### src/rtl/vrs_pkg.sv
// Package for the variation region scalar block.
// Holds fixed-point widths, the per-axis op record and the back-end state type.
// No dependencies.
package vrs_pkg;

	localparam int FRAC_BITS = 16;
	localparam int FW        = FRAC_BITS + 1;   // factor and product width, Q1.FRAC_BITS
	localparam int CW        = 16;              // F2Dot14 field width
	localparam int OW        = 17;              // Q1.16 result width
	localparam int QDEPTH    = 2;
	localparam int QPTR_W    = (QDEPTH > 1) ? $clog2(QDEPTH) : 1;
	localparam int QCNT_W    = $clog2(QDEPTH + 1);
	localparam int DCNT_W    = $clog2(FRAC_BITS + 1);
	localparam int Q16_SHR   = (FRAC_BITS > 16) ? FRAC_BITS - 16 : 0;
	localparam int Q16_SHL   = (FRAC_BITS < 16) ? 16 - FRAC_BITS : 0;

	typedef logic [FW-1:0] fix_t;

	localparam fix_t ONE_FIX = fix_t'(1) << FRAC_BITS;

	typedef enum logic [1:0] {
		FK_ONE,
		FK_ZERO,
		FK_RAMP
	} fkind_t;

	// classified axis record: ramp numerator and divisor, both positive
	typedef struct packed {
		fkind_t        kind;
		logic [CW-1:0] num;
		logic [CW-1:0] den;
		logic          last;
	} vrs_op_t;

	typedef enum logic [1:0] {
		BK_IDLE,
		BK_DIV,
		BK_MUL,
		BK_DONE
	} bk_state_t;

	function automatic logic [OW-1:0] to_q16(input fix_t p);
		logic [FW+Q16_SHL-1:0] w;
		w = (FW + Q16_SHL)'(p) << Q16_SHL;
		return OW'(w >> Q16_SHR);
	endfunction

endpackage

### src/rtl/vrs_ifs.sv
// Valid/ready channel interfaces for the variation region scalar block.
// Depends on vrs_pkg for field widths.
interface vrs_axis_if;
	import vrs_pkg::*;
	logic                 valid;
	logic                 ready;
	logic signed [CW-1:0] axis_start;
	logic signed [CW-1:0] axis_peak;
	logic signed [CW-1:0] axis_end;
	logic signed [CW-1:0] axis_coord;
	logic                 region_in_range;
	logic                 last_axis;

	modport source (output valid, axis_start, axis_peak, axis_end, axis_coord,
		region_in_range, last_axis, input ready);
	modport sink (input valid, axis_start, axis_peak, axis_end, axis_coord,
		region_in_range, last_axis, output ready);
endinterface

interface vrs_scalar_if;
	import vrs_pkg::*;
	logic          valid;
	logic          ready;
	logic [OW-1:0] region_scalar;

	modport source (output valid, region_scalar, input ready);
	modport sink (input valid, region_scalar, output ready);
endinterface

### src/rtl/vrs_front.sv
// Front end: accepts axis records and classifies the tent factor rule.
// Depends on vrs_pkg and vrs_axis_if.
module vrs_front (
	vrs_axis_if.sink         axis_rec,
	input  logic             full,
	output logic             push,
	output vrs_pkg::vrs_op_t op
);
	import vrs_pkg::*;

	logic signed [CW-1:0] s, p, e, c;
	logic signed [CW:0]   d_cs, d_ps, d_ec, d_ep;

	assign s = axis_rec.axis_start;
	assign p = axis_rec.axis_peak;
	assign e = axis_rec.axis_end;
	assign c = axis_rec.axis_coord;

	assign axis_rec.ready = !full;
	assign push           = axis_rec.valid && !full;

	assign d_cs = {c[CW-1], c} - {s[CW-1], s};
	assign d_ps = {p[CW-1], p} - {s[CW-1], s};
	assign d_ec = {e[CW-1], e} - {c[CW-1], c};
	assign d_ep = {e[CW-1], e} - {p[CW-1], p};

	always_comb begin
		op.last = axis_rec.last_axis;
		// rising side below peak, falling side otherwise
		if (c < p) begin
			op.num = d_cs[CW-1:0];
			op.den = d_ps[CW-1:0];
		end else begin
			op.num = d_ec[CW-1:0];
			op.den = d_ep[CW-1:0];
		end
		priority if (!axis_rec.region_in_range) begin
			op.kind = FK_ZERO;
		end else if (p == '0 || c == p) begin
			op.kind = FK_ONE;
		end else if (c == '0) begin
			op.kind = FK_ZERO;
		end else if (s > p || p > e) begin
			op.kind = FK_ONE;
		end else if (s < 0 && e > 0) begin
			op.kind = FK_ONE;
		end else if (c <= s || e <= c) begin
			op.kind = FK_ZERO;
		end else begin
			op.kind = FK_RAMP;
		end
	end

endmodule

### src/rtl/vrs_queue.sv
// Short FIFO of classified axis records between front and back end.
// Depends on vrs_pkg.
module vrs_queue (
	input  logic             clk,
	input  logic             arst_n,
	input  logic             push,
	input  vrs_pkg::vrs_op_t wr_op,
	output logic             full,
	output logic             q_valid,
	output vrs_pkg::vrs_op_t rd_op,
	input  logic             pop
);
	import vrs_pkg::*;

	vrs_op_t            mem_q [QDEPTH];
	logic [QPTR_W-1:0]  wr_ptr_q, rd_ptr_q;
	logic [QCNT_W-1:0]  cnt_q;
	logic               do_pop;

	assign full    = cnt_q == QCNT_W'(QDEPTH);
	assign q_valid = cnt_q != '0;
	assign rd_op   = mem_q[rd_ptr_q];
	assign do_pop  = pop && q_valid;

	always_ff @(posedge clk) begin
		if (push) begin
			mem_q[wr_ptr_q] <= wr_op;
		end
	end

	always_ff @(posedge clk or negedge arst_n) begin
		if (!arst_n) begin
			wr_ptr_q <= '0;
			rd_ptr_q <= '0;
			cnt_q    <= '0;
		end else begin
			if (push) begin
				wr_ptr_q <= (wr_ptr_q == QPTR_W'(QDEPTH - 1)) ? '0 : wr_ptr_q + 1'b1;
			end
			if (do_pop) begin
				rd_ptr_q <= (rd_ptr_q == QPTR_W'(QDEPTH - 1)) ? '0 : rd_ptr_q + 1'b1;
			end
			cnt_q <= cnt_q + QCNT_W'(push) - QCNT_W'(do_pop);
		end
	end

	a_no_overflow: assert property (@(posedge clk) disable iff (!arst_n)
		full |-> !push) else $error("queue written while full");
	a_cnt_bound: assert property (@(posedge clk) disable iff (!arst_n)
		cnt_q <= QCNT_W'(QDEPTH)) else $error("queue count out of range");
	a_cnt_track: assert property (@(posedge clk) disable iff (!arst_n)
		(push && !do_pop) |=> cnt_q == $past(cnt_q) + 1'b1)
		else $error("queue count missed a push");

endmodule

### src/rtl/vrs_back.sv
// Back end: bit-serial ramp divider, product multiply and result register.
// Depends on vrs_pkg and vrs_scalar_if.
module vrs_back (
	input  logic             clk,
	input  logic             arst_n,
	input  logic             q_valid,
	input  vrs_pkg::vrs_op_t q_op,
	output logic             pop,
	vrs_scalar_if.source     result
);
	import vrs_pkg::*;

	bk_state_t            state_q, state_nxt;
	logic [CW-1:0]        den_q, rem_q;
	logic [FRAC_BITS-1:0] quo_q;
	logic [DCNT_W-1:0]    cnt_q;
	fix_t                 factor_q, prod_q;
	logic                 last_q;
	logic                 res_valid_q;
	logic [OW-1:0]        res_q;

	logic                 out_free, load_out, div_end, ge;
	logic [CW:0]          trial;
	logic [2*FW-1:0]      mul;

	assign trial    = {rem_q, 1'b0};
	assign ge       = trial >= {1'b0, den_q};
	assign div_end  = cnt_q == DCNT_W'(FRAC_BITS - 1);
	assign out_free = !res_valid_q || result.ready;
	assign mul      = {{FW{1'b0}}, prod_q} * {{FW{1'b0}}, factor_q};

	assign result.valid         = res_valid_q;
	assign result.region_scalar = res_q;

	always_comb begin
		state_nxt = state_q;
		unique case (state_q)
			BK_IDLE: if (q_valid) begin
				state_nxt = (q_op.kind == FK_RAMP) ? BK_DIV : BK_MUL;
			end
			BK_DIV: if (div_end) begin
				state_nxt = BK_MUL;
			end
			BK_MUL: state_nxt = BK_DONE;
			BK_DONE: if (!last_q || out_free) begin
				state_nxt = BK_IDLE;
			end
			default: state_nxt = BK_IDLE;
		endcase
	end

	always_comb begin
		pop      = 1'b0;
		load_out = 1'b0;
		unique case (state_q)
			BK_IDLE: pop = q_valid;
			BK_DONE: load_out = last_q && out_free;
			default: ;
		endcase
	end

	always_ff @(posedge clk or negedge arst_n) begin
		if (!arst_n) begin
			state_q     <= BK_IDLE;
			prod_q      <= ONE_FIX;
			res_valid_q <= 1'b0;
		end else begin
			state_q <= state_nxt;
			if (state_q == BK_MUL) begin
				prod_q <= FW'(mul >> FRAC_BITS);
			end else if (load_out) begin
				prod_q <= ONE_FIX;
			end
			if (load_out) begin
				res_valid_q <= 1'b1;
			end else if (result.ready) begin
				res_valid_q <= 1'b0;
			end
		end
	end

	always_ff @(posedge clk) begin
		if (pop) begin
			den_q    <= q_op.den;
			rem_q    <= q_op.num;
			cnt_q    <= '0;
			last_q   <= q_op.last;
			factor_q <= (q_op.kind == FK_ONE) ? ONE_FIX : '0;
		end else if (state_q == BK_DIV) begin
			// restoring division, one quotient bit per cycle
			rem_q <= ge ? CW'(trial - {1'b0, den_q}) : CW'(trial);
			quo_q <= {quo_q[FRAC_BITS-2:0], ge};
			cnt_q <= cnt_q + 1'b1;
			if (div_end) begin
				factor_q <= {1'b0, quo_q[FRAC_BITS-2:0], ge};
			end
		end
		if (load_out) begin
			res_q <= to_q16(prod_q);
		end
	end

	a_prod_le_one: assert property (@(posedge clk) disable iff (!arst_n)
		prod_q <= ONE_FIX) else $error("running product above 1.0");
	a_rem_lt_den: assert property (@(posedge clk) disable iff (!arst_n)
		state_q == BK_DIV |-> rem_q < den_q) else $error("divider remainder not reduced");
	a_factor_le_one: assert property (@(posedge clk) disable iff (!arst_n)
		state_q == BK_MUL |-> factor_q <= ONE_FIX) else $error("tent factor above 1.0");
	a_prod_restart: assert property (@(posedge clk) disable iff (!arst_n)
		load_out |=> prod_q == ONE_FIX) else $error("product not restarted after result");

endmodule

### src/rtl/variation_region_scalar.sv
// Top level of the variation region scalar block: front, queue and back end.
// Depends on vrs_pkg, vrs_ifs, vrs_front, vrs_queue and vrs_back.
//
//  channel    dir  beat contents
//  axis_rec   in   start, peak, end, coord (F2Dot14), region_in_range, last_axis
//  result     out  region_scalar (Q1.16), one beat per region on its last axis
//
// In the back end a ramp axis runs the one-bit-per-cycle divider and then the
// multiply and done states; other axes go from idle straight to the multiply.
// Reset sets the running product to 1.0 and empties the queue.
// Records are taken while the 2-deep queue has room; a waiting result sits in
// the output register and stalls the back end only when the next one is ready.
module variation_region_scalar (
	input  logic         clk,
	input  logic         arst_n,
	vrs_axis_if.sink     axis_rec,
	vrs_scalar_if.source result
);
	import vrs_pkg::*;

	logic    push, full, q_valid, pop;
	vrs_op_t wr_op, rd_op;

	vrs_front u_front (
		.axis_rec (axis_rec),
		.full     (full),
		.push     (push),
		.op       (wr_op)
	);

	vrs_queue u_queue (
		.clk     (clk),
		.arst_n  (arst_n),
		.push    (push),
		.wr_op   (wr_op),
		.full    (full),
		.q_valid (q_valid),
		.rd_op   (rd_op),
		.pop     (pop)
	);

	vrs_back u_back (
		.clk     (clk),
		.arst_n  (arst_n),
		.q_valid (q_valid),
		.q_op    (rd_op),
		.pop     (pop),
		.result  (result)
	);

endmodule
### src/flat_wrapper.sv
// flat-port wrapper written by rule: the top's interface ports become plain ports
module variation_region_scalar_flat import vrs_pkg::*;
  (clk, arst_n, axis_rec_valid, axis_rec_axis_start, axis_rec_axis_peak, axis_rec_axis_end, axis_rec_axis_coord, axis_rec_region_in_range, axis_rec_last_axis, axis_rec_ready, result_valid, result_region_scalar, result_ready);
  vrs_axis_if axis_rec_i ();
  vrs_scalar_if result_i ();
  input  logic clk;
  input  logic arst_n;
  input wire logic [$bits(axis_rec_i.valid)-1:0] axis_rec_valid;
  input wire logic [$bits(axis_rec_i.axis_start)-1:0] axis_rec_axis_start;
  input wire logic [$bits(axis_rec_i.axis_peak)-1:0] axis_rec_axis_peak;
  input wire logic [$bits(axis_rec_i.axis_end)-1:0] axis_rec_axis_end;
  input wire logic [$bits(axis_rec_i.axis_coord)-1:0] axis_rec_axis_coord;
  input wire logic [$bits(axis_rec_i.region_in_range)-1:0] axis_rec_region_in_range;
  input wire logic [$bits(axis_rec_i.last_axis)-1:0] axis_rec_last_axis;
  output wire logic [$bits(axis_rec_i.ready)-1:0] axis_rec_ready;
  output wire logic [$bits(result_i.valid)-1:0] result_valid;
  output wire logic [$bits(result_i.region_scalar)-1:0] result_region_scalar;
  input wire logic [$bits(result_i.ready)-1:0] result_ready;
  assign axis_rec_i.valid = axis_rec_valid;
  assign axis_rec_i.axis_start = axis_rec_axis_start;
  assign axis_rec_i.axis_peak = axis_rec_axis_peak;
  assign axis_rec_i.axis_end = axis_rec_axis_end;
  assign axis_rec_i.axis_coord = axis_rec_axis_coord;
  assign axis_rec_i.region_in_range = axis_rec_region_in_range;
  assign axis_rec_i.last_axis = axis_rec_last_axis;
  assign axis_rec_ready = axis_rec_i.ready;
  assign result_valid = result_i.valid;
  assign result_region_scalar = result_i.region_scalar;
  assign result_i.ready = result_ready;
  variation_region_scalar u_core (.clk(clk), .arst_n(arst_n), .axis_rec(axis_rec_i), .result(result_i));
endmodule
### config.mk
export PLATFORM = sky130hd
export DESIGN_NAME = variation_region_scalar_flat
export DESIGN_NICKNAME = d
export VERILOG_FILES = /design/src/rtl/vrs_pkg.sv /design/src/rtl/vrs_ifs.sv /design/src/rtl/vrs_front.sv /design/src/rtl/vrs_queue.sv /design/src/rtl/vrs_back.sv /design/src/rtl/variation_region_scalar.sv /design/src/flat_wrapper.sv
export SDC_FILE = /design/constraint.sdc
export NUM_CORES = 1
export LEC_CHECK = 0
export BUFFER_PORTS_ARGS = -buffer_cell sky130_fd_sc_hd__buf_2
export CAP_MARGIN = 30
export CORE_ASPECT_RATIO = 0.9
export CORE_MARGIN = 5
export CORE_UTILIZATION = 58
export CTS_BUF_LIST = sky130_fd_sc_hd__clkbuf_8
export CTS_CLUSTER_SIZE = 24
export DETAILED_ROUTE_END_ITERATION = 16
export GPL_ROUTABILITY_DRIVEN = 0
export PLACE_DENSITY = 0.76
export SLEW_MARGIN = 20
export SYNTH_ARGS = -nofsm -noshare
export SYNTH_HDL_FRONTEND = slang
export SYNTH_SLANG_ARGS = --single-unit
### constraint.sdc
create_clock -name clk -period 17.7 [get_ports clk]
set_clock_uncertainty 0.15 [all_clocks]
set_input_delay 3.54 -clock clk [delete_from_list [all_inputs] [get_ports clk]]
set_output_delay 3.54 -clock clk [all_outputs]
set_load 0.05 [all_outputs]
; Yosys cells after proc, flatten, opt, wreduce, memory -nomap -nowiden
; Memory sizes are Yosys's and may differ from the RTL's.
; Index checks and enable logic that the tools add are counted.
[word_totals]
inputBits = 70
reg_bits = 111
wordCells = 97
mem_bits_rw = 70
out_inout_bits = 19
n_memories = 1
[memory_table]
columns = name, depth, width, rd, rd_clocked_by_memory_dff, wr, line
row1 = u_core.u_queue.mem_q, 2, 35, 1, 0, 1, vrs_queue.sv:15  ; vrs_op_t mem_q [QDEPTH];
[op_classes]
order_cmp = 8
add_sub_neg = 10
mul = 1
bitwise = 1
n_reduce_logical = 24
muxes = 29
n_eq_ne = 10
[op_table]
columns = op, n
row1 = 2-to-1 mux 17 bit, 6
row2 = subtractor 16 bit, 5
row3 = 2-to-1 mux 16 bit, 3
row4 = multiplier 17 x 17 -> 33 bit, 1
row5 = > comparator 16 bit, 2
row6 = less-or-equal comparator 16 bit, 2
row7 = logical NOT 16 bit, 2
row8 = 2-to-1 mux 32 bit, 1
row9 = 2-to-1 mux 2 bit, 10
row10 = greater-or-equal comparator 17 x 16 -> 1 bit, 1
row11 = equality test 16 bit, 1
row12 = "> comparator 16 x 1 -> 1 bit, second input constant", 1
row13 = "< comparator 16 x 1 -> 1 bit, second input constant", 1
row14 = < comparator 16 bit, 1
row15 = nonzero test 2 bit, 5
row16 = "equality test 2 bit, second input constant", 4
row17 = 2-to-1 mux 1 bit, 8
row18 = one-hot mux 2 bit (4 select lines), 1
row19 = "inequality test 2 bit, second input constant", 3
row20 = "adder 5 x 1 -> 5 bit, second input constant", 1
row21 = "equality test 5 x 4 -> 1 bit, second input constant", 1
row22 = logical OR 1 bit, 5
row23 = logical AND 1 bit, 4
row24 = logical NOT 2 bit, 2
row25 = 8 further kinds, 12

; Depth between registers and ports, before layout
[depth]
word_depth = 8
depth_mapped = 23
mapped_depth_nobuf = 22

; Modules after synthesis
; Synthesis repeated with hierarchy kept, for this count alone.
[unflattened]
cells_unflattened = 2259
hier_area_um2 = 21592.0
[modules_own_cells]
columns = mod, area_per_inst_um2, cells_per_inst, seq_area_each_um2, instances
row1 = vrs_back, 14286.2, 1504, 3064.2, 1
row2 = vrs_front, 4429.2, 629, 0.0, 1
row3 = vrs_queue, 2876.5, 126, 2202.1, 1

; Worst setup path before layout
; Ideal clock, no wire load.
[synth_timing]
path_type = register to register
startpoint = reg u_core.u_back.prod_q[16]
endpoint = reg u_core.u_back.prod_q[15]
stages_incl_launch_ff = 21
arrival_ns = 5.951
path_buffers = 2
required_ns = 17.428
setup_slack_ns = 11.477
setup_time_ns = 0.122
period_less_slack_ns = 6.223
cell_sequence = dfstp_2 > clkbuf_1 > clkbuf_1 > nand2_1 > fa_1 > fa_1 > inv_1 > fa_1 > fa_1 > fa_1 > inv_1 > fa_1 > inv_1 > ha_1 > and4_1 > nand3_1 > or4b_1 > o221a_2 > nor2b_1 > o21ai_0 > a32o_1
[synth_via]
elab_chain_len = 2
[synth_lines]
columns = item, line
row1 = "start, declared", vrs_back.sv:17  ; fix_t factor_q, prod_q;
row2 = "start signal, assigned", vrs_back.sv:70  ; prod_q <= FW'(mul >> FRAC_BITS);
row3 = multiplier 17 x 17 -> 33 bit, vrs_back.sv:30  ; assign mul = {{FW{1'b0}}, prod_q} * {{FW{1'b0}}, factor_q};
row4 = 2-to-1 mux 17 bit, vrs_back.sv:69  ; if (state_q == BK_MUL) begin
; Every way passes these cells.
; A chain may end at the register's enable or synchronous reset.

; Worst setup path in the final report
[layout_timing]
startpoint = reg u_core.u_back.prod_q[14]
endpoint = reg u_core.u_back.prod_q[15]
; The elaborated chain is that of the path after synthesis.

==> results_dict.tcl <==
set metrics [dict create \
    num_vias 15200 \
    layoutNonFillerInstCount 2614 \
    synth_seq_cells 181 \
    multiInputGateArea_um2 13300 \
    met1_length_um 21000 \
    slew_viol_final 0 \
    area_growth_pct 6.69 \
    number_of_h_tree_levels 4 \
    cts_num_sinks 181 \
    grt_overflow_total 0 \
    hold_viol_final 0 \
    drt-initial-drc-count 1118 \
    wire_length_of_the_first_global_routing_pass_um 79700 \
    cts_buffers 17 \
    critical_path.most_common_cell "sky130_fd_sc_hd__fa_1" \
    max-clock-path-buffers 2 \
    tritoncts "done" \
    synth_ff_type "sky130_fd_sc_hd__edfxtp_1" \
    dieHeight_um 187 \
    die_w_um 207 \
    timing.hold.worst.class "reg -> reg" \
    timing.max_slew.rel_slack 0.333 \
    clock.fmax_mhz 148 \
    drtPass1Iterations 7 \
    synth_async_sr_flop_share 0.133 \
    worst_setup_path_start_kind "flop" \
    route.met2.wl_um 21900 \
    io_buffers 88 \
    fillers 2784 \
    vias_in_the_first_global_route 15600 \
    crit_arrival_ns 6.97 \
    final-seq-area_um2 5270 \
    grt_usage 0.257 \
    cells_after_synthesis 2087 \
    synth_seq_area_share 0.260 \
    layout-drive-gt1-share 0.0767 \
    maxCapViolations 0 \
    totalWireLength_um 48600 \
    timing.final.crit_period_ns 6.77 \
    min_period_over_period 0.382 \
    routed_wire_length_on_met3_um 4240 \
    grt_start_max_net_pins 52 \
    coreArea_um2 34200 \
    netlist.area_leader.share 0.226 \
    synth.net_count 2590 \
    post-cts-setup-buffer-count 0 \
    timing.critical_path.cells "nand2_1, fa_1, fa_1, fa_1, inv_1, fa_1, fa_1, inv_1, fa_1, inv_1, ha_1, a211oi_1, o21ai_0, o211ai_1, o211a_1, o221a_2, nor2b_1, or3_1, a32o_1" \
    grt_setup_unrepaired "false" \
    setup.worst_path.class "reg -> reg" \
    post_synth_num_cell_types 76 \
    wire_per_inst_um 18.6 \
    grt_antenna_before_repair 1 \
    post_synth_main_area_contributors "sky130_fd_sc_hd__edfxtp_1 23%, sky130_fd_sc_hd__fa_1 22%, sky130_fd_sc_hd__ha_1 13%" \
    cts_hold_repair.buffers 0 \
    dp_cells 2577 \
    cpPeakStageDelay_ns 0.91 \
    timing.critical_path.slowest_stage_cell "sky130_fd_sc_hd__dfrtp_1" \
    cts.reportedPaths.clkPinSlew_ns 0.10 \
    largest_area_contributor_in_the_netlist "sky130_fd_sc_hd__edfxtp_1" \
    num_rows 64 \
    run_status "finished clean" \
    report.final.setup_viol 0 \
    antenna_violating_nets_post_route 0 \
    highest_routing_layer_actually_used "met4" \
    initial_utilization 0.592 \
    avgViaCountPerCell 5.83 \
    worst_slew_pin_slew_ns 0.997 \
    root_buffer "sky130_fd_sc_hd__clkbuf_8" \
    final_net_count 2641 \
    post_cts.resized_instances 0 \
    drc 0 \
    yosys_warnings 0 \
    timing.critical_path.to_type "flop" \
    crit_fanout 19 \
    timing.critical_path.required_ns 17.90 \
    floorplan.die_area_um2 38700 \
    synthesis.area_per_instance_um2 9.70 \
    synth_edf_count 152 \
    post_synthesis_instance_area_um2 20200 \
    clock_latency_late_sink_ns 0.46 \
    finalSetupTns_ns 0 \
    place.detailed.hpwl_um 37900 \
    post-synth-top-count-cell "sky130_fd_sc_hd__inv_1" \
    commonest_cells_in_the_netlist "371 x sky130_fd_sc_hd__inv_1, 242 x sky130_fd_sc_hd__nand2_1, 226 x sky130_fd_sc_hd__fa_1" \
    ioPinCount 89 \
]
==> cells by family after synthesis <==
family                     Yosys count  share of synthesized area
and+or+nand+nor                    607                      0.149
muxes                               45                     0.0233
xor gates and xnor gates            85                     0.0368
adders and majority gates          433                      0.352
DFF                                181                      0.260
AOI/OAI and AO/OA                  298                     0.0974
buffers and inverters              438                     0.0813
==> cells in the final DEF (no fill, tap or decap), types with 5 or more instances in the layout <==
| master | count |
|---|---|
| sky130_fd_sc_hd__o211ai_1 | 6 |
| sky130_fd_sc_hd__nor2b_1 | 22 |
| sky130_fd_sc_hd__clkbuf_8 | 17 |
| sky130_fd_sc_hd__nor4_1 | 14 |
| sky130_fd_sc_hd__ha_1 | 207 |
| sky130_fd_sc_hd__o21bai_1 | 11 |
| sky130_fd_sc_hd__buf_2 | 88 |
| sky130_fd_sc_hd__a21oi_1 | 73 |
| sky130_fd_sc_hd__nor3_1 | 20 |
| sky130_fd_sc_hd__a211o_1 | 7 |
| sky130_fd_sc_hd__nor2_1 | 71 |
| sky130_fd_sc_hd__o21a_1 | 8 |
| sky130_fd_sc_hd__a22o_1 | 9 |
| sky130_fd_sc_hd__edfxtp_1 | 152 |
| sky130_fd_sc_hd__a211oi_1 | 22 |
| sky130_fd_sc_hd__a21o_1 | 23 |
| sky130_fd_sc_hd__o31ai_1 | 7 |
| sky130_fd_sc_hd__inv_1 | 374 |
| sky130_fd_sc_hd__or3_1 | 7 |
| sky130_fd_sc_hd__nand2b_1 | 24 |
| sky130_fd_sc_hd__dfxtp_1 | 5 |
| sky130_fd_sc_hd__and3_1 | 13 |
| sky130_fd_sc_hd__a31oi_1 | 14 |
| sky130_fd_sc_hd__nand2_1 | 242 |
| sky130_fd_sc_hd__nand3_1 | 13 |
| sky130_fd_sc_hd__o21ai_0 | 72 |
| sky130_fd_sc_hd__xor2_1 | 35 |
| sky130_fd_sc_hd__and2_1 | 136 |
| sky130_fd_sc_hd__xnor2_1 | 50 |
| sky130_fd_sc_hd__dfrtp_1 | 22 |
| sky130_fd_sc_hd__fa_1 | 226 |
| sky130_fd_sc_hd__mux2_2 | 17 |
| sky130_fd_sc_hd__mux2i_1 | 28 |
| sky130_fd_sc_hd__nand4_1 | 18 |
==> path summary, 6_finish.rpt <==
kind	startpoint	to	slack, ns	cells after the start
setup / recovery	u_core.u_back.prod_q[14]	u_core.u_back.prod_q[15]	10.93	19
hold reg to reg	u_core.u_back.quo_q[12]	u_core.u_back.quo_q[13]	0.30	0
hold / removal	u_core.u_back.quo_q[12]	u_core.u_back.quo_q[13]	0.30	0
setup reg to reg	u_core.u_back.prod_q[14]	u_core.u_back.prod_q[15]	10.93	19
max in group asynchronous	arst_n	u_core.u_queue.rd_ptr_q	13.95	1
min in group asynchronous	arst_n	u_core.u_back.result.valid	2.96	1
==> registers in the layout, indices dropped and copies added, names as in the netlist, 2 cells and up <==
name and flops:
u_core.u_back.cnt_q 5, u_core.u_back.quo_q 15, u_core.u_back.state_q 2, u_core.u_back.rem_q 16
u_core.u_back.prod_q 17, u_core.u_back.den_q 16, u_core.u_queue.mem_q 70, u_core.u_back.factor_q 17
u_core.u_queue.cnt_q 2, u_core.u_back.result.region_scalar 17
==> critical path: cells and delay by family (launching register included) <==
| family | cells | cell delay [ns] |
|---|---|---|
| flip-flops | 1 | 0.91 |
| adder cells (fa/ha/maj) | 7 | 3.39 |
| buffers and inverters | 3 | 0.16 |
| AO/OA/AOI/OAI | 6 | 1.46 |
| AND/OR/NAND/NOR | 3 | 0.56 |
==> final cells by class <==
cell class,count,area share
clock buffer,17,0.0108
inverter,373,0.0648
clock inverter,15,0.00950
antenna,1,0.000116
tap,462,0.0268
multi-input combinational,1468,0.618
sequential,181,0.244
timing repair buffer,97,0.0261
==> stage by stage <==
| step | hold slack, ns | utilization | instance area (µm²) | setup WS, ns |
|---|---|---|---|---|
| after floorplan | 0.267 | - | 20200 | 11.48 |
| after global placement | 0.272 | 0.616 | 21100 | 11.12 |
| after detailed placement | 0.280 | 0.616 | 21100 | 11.02 |
| after CTS | 0.304 | 0.629 | 21500 | 11.00 |
| after global routing | 0.307 | 0.631 | 21600 | 10.69 |
| final | 0.302 | 0.631 | 21600 | 10.93 |
==> layer usage <==
layer,up-vias,global-route usage
li1,6982,-
met2,666,0.392
met4,0,0.0834
met1,7477,0.376
met3,102,0.0449
met5,-,0
Power is not shown: default switching activity piles up to over one toggle a cycle in this logic, so the estimate is an artifact.
